<file path="src/design/smbs_pkg.sv">
// Shared constants and controller/datapath interface types for the sorted matrix search core.
package smbs_pkg;

  // Default table geometry and element width
  localparam int MAX_ROWS_DEF      = 16;
  localparam int MAX_COLS_DEF      = 16;
  localparam int ELEMENT_WIDTH_DEF = 32;

  // Fixed field widths
  localparam int CNT_W   = 5;
  localparam int POS_W   = 8;
  localparam int VALUE_W = 32;
  localparam int APB_AW  = 3;
  localparam int APB_DW  = 32;

  // Request action codes
  localparam logic ACT_LOAD   = 1'b0;
  localparam logic ACT_SEARCH = 1'b1;

  // Register index codes (paddr[2])
  localparam logic REG_ROW_COUNT = 1'b0;
  localparam logic REG_COL_COUNT = 1'b1;

  localparam logic [CNT_W-1:0] COUNT_RESET = CNT_W'(1);

  typedef struct packed {
    logic load_we;   // write one table entry
    logic start;     // set up bounds and target for a search
    logic probe;     // latch midpoint, read table at it
    logic step;      // narrow bounds after a mismatch
  } cmd_t;

  typedef struct packed {
    logic empty;     // live range holds no entry
    logic equal;     // probed entry matches target
  } sts_t;

endpackage

</file>
<file path="src/design/smbs_ctrl.sv">
// Search controller: request handshake, probe sequencing and result register.
module smbs_ctrl (
  input  logic           clk,
  input  logic           rst_n,
  input  logic           in_valid,
  output logic           in_ready,
  input  logic           in_action,
  output logic           out_valid,
  input  logic           out_ready,
  output logic           out_found,
  output smbs_pkg::cmd_t cmd,
  input  smbs_pkg::sts_t sts
);

  localparam logic [1:0] S_IDLE  = 2'd0;
  localparam logic [1:0] S_PROBE = 2'd1;
  localparam logic [1:0] S_CMP   = 2'd2;
  localparam logic [1:0] S_DONE  = 2'd3;

  logic [1:0] state_r, state_nxt;
  logic       found_r, found_nxt;
  logic       out_valid_r, out_valid_nxt;
  logic       out_found_r, out_found_nxt;
  logic       accept;
  logic       is_search;

  assign in_ready  = (state_r == S_IDLE);
  assign accept    = in_valid & in_ready;
  assign is_search = (in_action == smbs_pkg::ACT_SEARCH);

  assign cmd.load_we = accept & !is_search;
  assign cmd.start   = accept & is_search;
  assign cmd.probe   = (state_r == S_PROBE) & !sts.empty;
  assign cmd.step    = (state_r == S_CMP) & !sts.equal;

  always_comb begin
    state_nxt     = state_r;
    found_nxt     = found_r;
    out_valid_nxt = out_valid_r;
    out_found_nxt = out_found_r;
    if (out_valid_r && out_ready) begin
      out_valid_nxt = 1'b0;
    end
    case (state_r)
      S_IDLE: begin
        if (cmd.start) begin
          state_nxt = S_PROBE;
        end
      end
      S_PROBE: begin
        if (sts.empty) begin
          found_nxt = 1'b0;
          state_nxt = S_DONE;
        end else begin
          state_nxt = S_CMP;
        end
      end
      S_CMP: begin
        if (sts.equal) begin
          found_nxt = 1'b1;
          state_nxt = S_DONE;
        end else begin
          state_nxt = S_PROBE;
        end
      end
      S_DONE: begin
        // wait for the result slot to free up
        if (!out_valid_r || out_ready) begin
          out_valid_nxt = 1'b1;
          out_found_nxt = found_r;
          state_nxt     = S_IDLE;
        end
      end
      default: state_nxt = S_IDLE;
    endcase
  end

  always_ff @(posedge clk) begin
    if (!rst_n) begin
      state_r     <= S_IDLE;
      out_valid_r <= 1'b0;
    end else begin
      state_r     <= state_nxt;
      out_valid_r <= out_valid_nxt;
    end
  end

  always_ff @(posedge clk) begin
    found_r     <= found_nxt;
    out_found_r <= out_found_nxt;
  end

  assign out_valid = out_valid_r;
  assign out_found = out_found_r;

endmodule

</file>
<file path="config.mk">
export PLATFORM = sky130hd
export DESIGN_NAME = smbs_ctrl
export DESIGN_NICKNAME = d
export VERILOG_FILES = /design/src/design/smbs_pkg.sv /design/src/design/smbs_ctrl.sv
export SDC_FILE = /design/constraint.sdc
export NUM_CORES = 1
export LEC_CHECK = 0
export ABC_CLOCK_PERIOD_IN_PS = 2300
export BUFFER_PORTS_ARGS = -buffer_cell sky130_fd_sc_hd__buf_2
export CAP_MARGIN = 0
export CORE_AREA = 3 3 40 42
export CTS_CLUSTER_DIAMETER = 40
export CTS_CLUSTER_SIZE = 8
export DETAILED_ROUTE_END_ITERATION = 10
export DIE_AREA = 0 0 43 45
export PLACE_DENSITY = 0.46
export RECOVER_POWER = 25
export SLEW_MARGIN = 20
export SYNTH_ARGS = -nofsm -noshare
export SYNTH_HDL_FRONTEND = slang
export SYNTH_SLANG_ARGS = --single-unit
</file>
<file path="constraint.sdc">
create_clock -name clk -period 2.3 [get_ports clk]
set_input_delay 0.69 -clock clk [delete_from_list [all_inputs] [get_ports clk]]
set_output_delay 0.69 -clock clk [all_outputs]
set_load 0.005 [all_outputs]
</file>
======== After elaboration in Yosys (flattened, before gate mapping) ========
Cells that the tools add are included.
operators by class
  eq/ne operators ......................... 7
  mux-type cells .......................... 11
  bitwise operators ....................... 5
  reductions and logical operators ........ 11
operators with widths
  cell                count
  $pmux 2 s4          1
  $mux 1              6
  $mux 2              3
  $ne 2x2->1 const B  3
  $and 1x1->1         5
  $eq 2x2->1 const B  2
  $logic_not 1->1     4
  $reduce_and 2->1    2
  $reduce_and 3->1    1
  $eq 2x1->1 const B  1
  $logic_not 2->1     1
  $ne 2x1->1 const B  1
  $pmux 1 s2          1
  $reduce_bool 2->1   1
  $logic_and 1x1->1   1
  $logic_or 1x1->1    1
word-level totals
  output and inout bits ................... 7
  bits in registers ....................... 5
  logic and storage cells ................. 38
  bits of input ports ..................... 7

======== Longest topological paths before layout ========
  depth after elaboration ................. 5
  gate-level depth with buffers ........... 4
  gate-level depth less buffers ........... 3

======== Worst setup path after synthesis ========
No wires, ideal clock.
  path type ............................... input to output
  start point ............................. in sts[1] (netlist name)
  end point ............................... out cmd[1] (netlist name)
  stages .................................. 1
  buffers on the path ..................... 0
  arrival time ............................ 0.896 ns
  setup slack ............................. 0.714 ns
  data required time ...................... 1.610 ns
  cell sequence ........................... nor3b_1
on the way
  longest elaborated chain between the ends .. 2
ends and longest elaborated chain
  item                RTL line         text
  start: declaration  smbs_ctrl.sv:12  input smbs_pkg::sts_t sts
  $logic_not 1->1     smbs_ctrl.sv:33  assign cmd.probe = (state_r == S_PROBE) & !sts.empty;
  $and 1x1->1         smbs_ctrl.sv:33
  end: declaration    smbs_ctrl.sv:11  output smbs_pkg::cmd_t cmd,
Every way passes these cells.

==> results.md <==
- Hold buffer count at CTS: 0
- RSZ-0062 raised after global routing: no
- Crit share post-route: between 70% and 80%
- Die area: roughly 1900 sq um
- CP arrival: between 1000 and 1500 ps
- VDD IR max: ~160 uV
- # resized after CTS: 0
- Gpl congestion: between 0.6 and 0.7
- Core area: around 1300 sq um
- Setup Buffers After CTS: 0
- Post-DP HPWL: slightly below 400 um
- Antenna violations before repair: 0
- Synth unique cells: 19
- Final TNS setup: 0 ps
- Commonest non-fill, non-tap cell in the layout: buf_2
- Commonest non-fill, non-tap cells in the layout: 13 x buf_2, 4 x nand2_1, 3 x clkbuf_4, 3 x dfxtp_1
- IO Count: 14
- Nets: 51
- CP required: 1610 ps
- Vias in the first global route: 200
- Gate Count Post-Synth: 27
- Leakage Power: 0.1615 nW
- Startpoint Class: flip-flop
- Hold Path End: out_found
- Max cap viols: 0
- Main combinational cell family by area after synthesis: simple AND/OR/NAND/NOR gates
- Port-buffer cells: 13
- Clock Latency Late Sink: 240 ps
- Drt wl/cell: between 8 and 9 um
- Mux share of post-synthesis cell area: 0%
- Setup ws final: 492.3 ps
- Power density over cell area: just under 700 nW/um^2
- Status: finished, final reports clean
- Clock slew at reported path FFs: around 40 ps
- Final Max Tran Viols: 0
- Global Route Usage Sum: under 10%
- Worst-path fanout max: 7
- Clock root cell: clkbuf_4
- H-tree depth: 1
- CTS buffer count: 3
- First-pass GRT wire length: 793 um
- Diodes inserted: 0
- GRT overflow: 0
- Final Cell Area: approximately 350 sq um
- Register area: 120.1 sq um
- Non-Filler Instances: 58
- Fin. Hold Viols: 0
- FF-to-FF setup slack: between 1000 and 1500 ps
- Rows: 13
- Mean post-synth cell area: between 9 and 10 sq um
- Clock Skews: roughly 0.7 ps
- Share of cells above drive strength 1: ~44%
- Post-layout min period: 1808 ps
- Routed vias/inst: 4.121
- Layout area overhead: 39.11%
- Register bit count reported by yosys: 5
- Simple-gate share of the synthesized area: between 30 and 40%
- RR Startpoint: state_r[0]
- Die width: 43 um
- Syn Std Cell Area: around 250 sq um
- F_max: between 500 and 600 MHz
- Post-DP Area: 325.3 sq um
- Adder-cell share of the synthesized area: 0%
- FF-to-FF End: found_r
- Die height: between 40 and 50 um
- DP Worst Slack: roughly 520 ps
- Compound-Gate Fraction of Synth Area: 15.35%
- First-pass detailed-route iteration total: 1
- Vias: 239
- Slew @ Worst Pin: 266.7 ps
- Sequential fraction of the synthesis area: around 48%
- Drc violations: 0
- Fillers: roughly 140
- Post-Route WL: about 490 um
- Placed instance count: 54
- TritonCTS clock tree: yes
- Crit Path Category: reg2out
- Area of the multi-input gates: ~120 sq um
- Largest net degree at the start of global routing: 10
- Critical Path Sink Type: output pin
- Initial Util: 19.67%
- Hold WC Path Type: reg2reg
- 1st-iter DRT viols: 0
- Worst hold path depth: 0
- Slew HR: 82.19%
- Max clock buf depth: 2
- Reg2Reg Depth: 3
- Synth Warn #: 0
- Hold Path Origin: found_r
- CTS Sinks: 5
- XOR/XNOR share of the synthesized area: 0%
- Syn_nets: 34
- # setup viols final: 0
- ANT nets after route: 0
==> area by class of cell <==
class | instances | share of cell area (%)
Sequential cell | 5 | 34.16
Multi-Input combinational cell | 20 | 33.45
Timing Repair Buffer | 13 | 18.51
Clock buffer | 4 | 7.473
Tap cell | 15 | 5.338
Inverter | 1 | 1.068
==> sequential cells by signal, summed over array words and instances, names as in the netlist <==
signal	flops
out_found	1
state_r	2
found_r	1
out_valid	1
==> layer usage <==
metal / track usage [%] / wire [um]
met5: 0 / 0
met4: 9.036 / 14
met3: 2.390 / 48
met2: 7.186 / 200
met1: 7.056 / 227
==> synthesized netlist by cell type <==
cell      number  area share (%)
nor3b_1        1             3.0
and3_4         1             4.5
inv_1          1             1.5
a21oi_1        1             2.0
and2b_2        1             3.5
o21ai_0        1             2.0
nand2_1        4             5.9
nor3_1         1             2.0
a21boi_0       2             5.9
nand2b_1       1             2.5
o21a_1         1             3.0
dfxtp_1        3              24
nor2b_1        1             2.5
a31oi_1        1             2.5
edfxtp_1       2              24
buf_6          1             4.5
nor2_1         2             3.0
nand3_1        1             2.0
nor2_2         1             2.5
==> where the power goes <==
group / switching [mW] / internal (mW)
logic: 0.0142 / 0.0186
registers: 0.00649 / 0.0977
clock network: 0.0361 / 0.0656
total: 0.0568 / 0.182
==> worst max path at each step <==
stage	end	from
after floorplan	cmd[1]	sts[1]
after global placement	cmd[1]	sts[1]
after detailed placement	cmd[1]	sts[1]
after CTS	cmd[0]	state_r[1]
after global routing	cmd[0]	state_r[1]
final	cmd[0]	state_r[1]
==> worst max-delay path, cell delays in order, from the launching register on <==
cell	delay (ps)
dfxtp_1	440
inv_1	100
nor3_1	190
buf_2	140
==> cells by family after synthesis <==
| logic type | after synthesis |
|---|---|
| AND/OR/NAND/NOR | 14 |
| AO/OA/AOI/OAI | 6 |
| flip-flops | 5 |
| buffers and inverters | 2 |
==> per-stage QoR <==
| step | hold slack (ps) | total power [mW] | util [%] |
|---|---|---|---|
| floorplan | 400.3 | 0.1267 | - |
| CTS | 416.2 | 0.2449 | 27.36 |
| detailed placement | 405.6 | 0.1391 | 25.32 |
| global placement | 406.7 | 0.1399 | 25.32 |
| global route | 430.0 | 0.2550 | 27.36 |
| finish | 414.0 | 0.2387 | 27.36 |
Note: power is estimated with default switching activity, not from simulation.
