`config.mk`:
```
export PLATFORM = sky130hd
export DESIGN_NAME = smbs_regs
export DESIGN_NICKNAME = d
export VERILOG_FILES = /design/src/design/smbs_pkg.sv /design/src/design/smbs_regs.sv
export SDC_FILE = /design/constraint.sdc
export NUM_CORES = 1
export LEC_CHECK = 0
export ABC_AREA = 1
export BUFFER_PORTS_ARGS = -buffer_cell sky130_fd_sc_hd__buf_2
export CORE_MARGIN = 1
export CORE_UTILIZATION = 29
export DETAILED_ROUTE_END_ITERATION = 16
export PLACE_DENSITY = 0.75
export SYNTH_ARGS = -nofsm -noshare
export SYNTH_HDL_FRONTEND = slang
export SYNTH_SLANG_ARGS = --single-unit
```
`constraint.sdc`:
```
create_clock -name clk -period 0.8 [get_ports clk]
set_input_delay 0 -clock clk [delete_from_list [all_inputs] [get_ports clk]]
set_output_delay 0 -clock clk [all_outputs]
set_load 0.005 [all_outputs]
```
`src/design/smbs_pkg.sv`:
```
// Shared constants and controller/datapath interface types for the sorted matrix search core.
package smbs_pkg;

  // Default table geometry and element width
  localparam int MAX_ROWS_DEF      = 16;
  localparam int MAX_COLS_DEF      = 16;
  localparam int ELEMENT_WIDTH_DEF = 32;

  // Fixed field widths
  localparam int CNT_W   = 5;
  localparam int POS_W   = 8;
  localparam int VALUE_W = 32;
  localparam int APB_AW  = 3;
  localparam int APB_DW  = 32;

  // Request action codes
  localparam logic ACT_LOAD   = 1'b0;
  localparam logic ACT_SEARCH = 1'b1;

  // Register index codes (paddr[2])
  localparam logic REG_ROW_COUNT = 1'b0;
  localparam logic REG_COL_COUNT = 1'b1;

  localparam logic [CNT_W-1:0] COUNT_RESET = CNT_W'(1);

  typedef struct packed {
    logic load_we;   // write one table entry
    logic start;     // set up bounds and target for a search
    logic probe;     // latch midpoint, read table at it
    logic step;      // narrow bounds after a mismatch
  } cmd_t;

  typedef struct packed {
    logic empty;     // live range holds no entry
    logic equal;     // probed entry matches target
  } sts_t;

endpackage

```
`src/design/smbs_regs.sv`:
```
// APB configuration registers: row and column counts.
module smbs_regs (
  input  logic                            clk,
  input  logic                            rst_n,
  input  logic                            psel,
  input  logic                            penable,
  input  logic                            pwrite,
  input  logic [smbs_pkg::APB_AW-1:0]     paddr,
  input  logic [smbs_pkg::APB_DW-1:0]     pwdata,
  output logic [smbs_pkg::APB_DW-1:0]     prdata,
  output logic                            pready,
  output logic [smbs_pkg::CNT_W-1:0]      row_count,
  output logic [smbs_pkg::CNT_W-1:0]      col_count
);

  logic [smbs_pkg::CNT_W-1:0] row_count_r, row_count_nxt;
  logic [smbs_pkg::CNT_W-1:0] col_count_r, col_count_nxt;
  logic                       wr_en;
  logic                       reg_sel;

  assign pready  = 1'b1;
  assign wr_en   = psel & penable & pwrite;
  assign reg_sel = paddr[2];

  always_comb begin
    row_count_nxt = row_count_r;
    col_count_nxt = col_count_r;
    if (wr_en) begin
      case (reg_sel)
        smbs_pkg::REG_ROW_COUNT: row_count_nxt = pwdata[smbs_pkg::CNT_W-1:0];
        smbs_pkg::REG_COL_COUNT: col_count_nxt = pwdata[smbs_pkg::CNT_W-1:0];
        default: ;
      endcase
    end
  end

  always_ff @(posedge clk) begin
    if (!rst_n) begin
      row_count_r <= smbs_pkg::COUNT_RESET;
      col_count_r <= smbs_pkg::COUNT_RESET;
    end else begin
      row_count_r <= row_count_nxt;
      col_count_r <= col_count_nxt;
    end
  end

  always_comb begin
    case (reg_sel)
      smbs_pkg::REG_ROW_COUNT: prdata = smbs_pkg::APB_DW'(row_count_r);
      smbs_pkg::REG_COL_COUNT: prdata = smbs_pkg::APB_DW'(col_count_r);
      default:                 prdata = '0;
    endcase
  end

  assign row_count = row_count_r;
  assign col_count = col_count_r;

endmodule

```
Word level (Yosys, flattened, before mapping)
Index checks and enable logic that the tools add are counted.
{"block": "totals", "inputBits": 40, "register_bits": 10}
{"block": "classes", "n_reduce_logical": 2, "muxes": 1, "bitwise_logic": 3}
{"operator": "case mux 32 bit (2 select lines)", "n": 1}
{"operator": "AND reduction 2 bit", "n": 2}
{"operator": "AND 1 bit", "n": 2}
{"operator": "inverter 1 bit", "n": 1}

Longest topological paths before layout
{"block": "logic_depth", "word_depth": 3, "depth_mapped": 5, "depth_no_buf": 5}

Worst setup path before layout
Ideal clock, no wire load.
{"block": "synth_path", "kind": "register to register", "startpoint": "reg, netlist name row_count[0]", "endpoint": "reg row_count_r (netlist bit row_count[0])", "path_stages_with_launch": 3, "n_path_buf": 0, "synth_period_minus_slack_ps": 568, "required_time_ps": 670, "arrival_ps": 438, "path_slack_ps": 232, "cell_sequence": "dfxtp_1 -> o21ai_0 -> nand3_1"}
{"item": "end signal: assignment", "line_no": "smbs_regs.sv:39", "source": "row_count_r <= smbs_pkg::COUNT_RESET;"}
{"item": "end signal: assignment", "line_no": "smbs_regs.sv:42", "source": "row_count_r <= row_count_nxt;"}
{"item": "end: declaration", "line_no": "smbs_regs.sv:16", "source": "logic [smbs_pkg::CNT_W-1:0] row_count_r, row_count_nxt;"}

Final worst setup path
{"block": "layout_path", "startpoint": "reg col_count_r (netlist bit col_count[4])", "endpoint": "out col_count[4] in the netlist's numbering"}
{"item": "start: declaration", "line_no": "smbs_regs.sv:17", "source": "logic [smbs_pkg::CNT_W-1:0] col_count_r, col_count_nxt;"}
{"item": "start signal: assignment", "line_no": "smbs_regs.sv:40", "source": "col_count_r <= smbs_pkg::COUNT_RESET;"}
{"item": "start signal: assignment", "line_no": "smbs_regs.sv:43", "source": "col_count_r <= col_count_nxt;"}
{"item": "end: declaration", "line_no": "smbs_regs.sv:13", "source": "output logic [smbs_pkg::CNT_W-1:0] col_count"}
No word-level cell between the ends.

==> impl_metrics.toml <==
[status]
outcome = "finished with violations"
failed_checks = "setup timing"

[yosys]
muxShareOfSynthArea_pct = 0
synth-xor-area-share_pct = 0
netlist_area_sq_um = 705.7
synth_fa_ha_area_share_pct = 0
synth_compound_area_share_pct = 1.418
synth_seq_cells = 10
avgSynthCellArea_sq_um = 6.595
synth_cells = 107
synth_seq_area_share_pct = 28.37
yosys.area_share.simple_pct = 34.22
synth_top_family_by_area = "buffers and inverters"
synth_cell_types = 15
synth_warnings = 0

[clocking]
cts_tree = "built"
cts-root-buf = "clkbuf_4"
cts_buffer_depth = 2
cts_buffers = 3
clock_latency_ps = 250
h-tree-depth = 1
cts.sinks = 10
clk_pin_slew_worst_paths_ps = 70

[setup_path]
crit_type = "reg2out"
cpPeakStageDelay_ps = 330
r2r-end = "col_count[3]$_SDFFE_PN0P_"
crit_slowest_cell = "dfxtp_2"
critPathArrivalTime_ps = 830
path_cells = "buf_4 -> buf_2"
r2r_cells = 2
critical_path.endpoint_type = "output pin"
r2r_setup_slack_ps = 220
cp_top_family = "flip-flops"
cp.required_ps = 800
cp_max_fo = 3
critPathLaunchType = "flop"
worst-path-buf-inv = 2
r2r-start = "col_count[3]$_SDFFE_PN0P_"

[route]
m1WireLength_um = 576
post_drt_wl_per_cell_um = 8.018
vias = 612
dr_wl_met3_um = 97
avgViaCountPerCell = 3.755
drt_iter0_markers = 6
ant_nets = 0
drt_first_pass_iters = 4
remaining_drc_errors = 0
route.met2.wl_um = 622
routed_wirelength_um = 1307
topRoutingLayerUsed = "met4"

[layout]
antennaDiodeCount = 0
utilization_pct = 36.52
num-fill-cells = 275
drive_gt1_share_pct = 35.56
seqCellArea_sq_um = 212.7
nets = 176
instances_no_fill = 163
multi_input_area_sq_um = 359.1
area.growth.synth_to_final_pct = 16.67

[power]
p_leak_nw = 0.4726
ir_drop_v = 0.0005779
p_per_area_mw_per_mm2 = 1429

[sta]
layout_min_cycle_time_ps = 830.9
setup_tns_ps = -76.70
hold_viol = 0
finalWorstSetupSlack_ps = -30.85
slew_violations = 0
fmax_mhz = 1204
rsz0062_at_grt = "yes"
fin_skew_ps = 0
period_share_pct = 103.9
setup_violations = 4

[floorplan]
io_pins = 83
core_sq_mm = 0.002255
row_count = 17
fp.dieH_um = 51.33
dieWidth_um = 51.33
die_area_sq_mm = 0.002635
start_util_pct = 31.30

[global_routing]
first_global_vias = 478
antenna_found_initial = 0
grt_pass1_wl_um = 2021
overflow = 0
grt_max_degree = 12
track_usage_pct = 10.40

[place]
hpwl_um = 1025
port-buffer-count = 25
place.gp.congestion = 0.7499
dpl.cell_count = 157

[min_path]
worstHoldStart = "rst_n"
hold_class = "in2reg"
min_path_cells = 2
min_to = "col_count[0]$_SDFFE_PN1P_"

[run]
cap_viol_max_count = 0
-- cells in the final DEF (no fill, tap or decap), drive strengths merged --
cell type | netlist | final
inv | 6 | 6
conb | 2 | 28
nand2 | 26 | 26
nand3 | 11 | 11
dfxtp | 10 | 10
o21ai | 2 | 2
dlygate4sd3 | 0 | 1
nor2 | 19 | 19
clkbuf | 0 | 4
buf | 31 | 28
-- cell families after synthesis --
family,count (synthesis)
AO/OA/AOI/OAI,2
buffers and inverters,37
flip-flops,10
other,2
AND/OR/NAND/NOR,56
-- sequential cells by signal, indices dropped and copies added (netlist names) --
name and flops:
col_count 5, row_count 5
-- per-stage QoR --
| stage | total power, W | worst slack (ps) | cell area (sq um) | hold WS [ps] |
|---|---|---|---|---|
| global route | 0.001235 | -70.04 | 823.3 | 33.72 |
| global placement | 0.0007287 | 49.19 | 754.5 | 234.4 |
| floorplan | 0.0007537 | 231.9 | 803.3 | 126.1 |
| CTS | 0.001178 | -24.06 | 813.3 | 22.35 |
| finish | 0.001176 | -30.85 | 823.3 | 24.95 |
| detailed placement | 0.0007299 | 42.34 | 754.5 | 232.6 |
-- timing repair --
action                     in CTS  in global routing
hold buffers                    1                  0
hold endpoints to repair        2                  0
pin swaps                       1                  3
gates resized for setup        10                  1
setup endpoints to repair       5                  5
buffers inserted                0                  1
-- metal layers --
layer  vias up  track usage [%]
met5         -                0
li1        322                -
met4         0            4.054
met3         2            3.571
met1       258            12.50
met2        30            16.89
-- synthesized netlist by cell type --
library cell | n | area (sq um)
buf_2 | 2 | 10.01
buf_4 | 28 | 210.2
o21ai_1 | 1 | 5.000
inv_2 | 1 | 3.750
nand3_1 | 10 | 50.05
inv_1 | 5 | 18.77
buf_1 | 1 | 3.750
o21ai_0 | 1 | 5.000
nand2_1 | 26 | 97.59
nand3_2 | 1 | 10.01
nor2_1 | 16 | 60.06
dfxtp_1 | 10 | 200.2
nor2_2 | 2 | 12.51
nor2_4 | 1 | 11.26
conb_1 | 2 | 7.510
-- layout make-up --
class / count / area share, %
multi-input cells: 86 / 43.62
flip-flops and latches: 10 / 25.84
repair buffers: 29 / 19.15
clock buffers: 4 / 4.407
well taps: 28 / 4.255
inverters: 6 / 2.736
-- power by group --
| part | switching (W) | total (W) | internal, W |
|---|---|---|---|
| Combinational | 0.000122 | 0.000198 | 0.0000761 |
| Sequential | 0.0000125 | 0.000531 | 0.000519 |
| Clock | 0.000171 | 0.000447 | 0.000276 |
-- worst max-delay path by stage --
| stage | startpoint | to | slack (ps) | depth (start not counted) |
|---|---|---|---|---|
| after floorplan | row_count[0]$_SDFFE_PN1P_ | row_count[0]$_SDFFE_PN1P_ | 230 | 2 |
| after global placement | paddr[2] | col_count[1]$_SDFFE_PN0P_ | 50 | 5 |
| after detailed placement | paddr[2] | col_count[0]$_SDFFE_PN1P_ | 40 | 5 |
| after CTS | row_count[1]$_SDFFE_PN0P_ | prdata[1] | -20 | 3 |
| after global routing | col_count[3]$_SDFFE_PN0P_ | prdata[3] | -70 | 3 |
| final | col_count[4]$_SDFFE_PN0P_ | col_count[4] | -30 | 2 |
No activity file was read; power rests on OpenSTA's default activity.
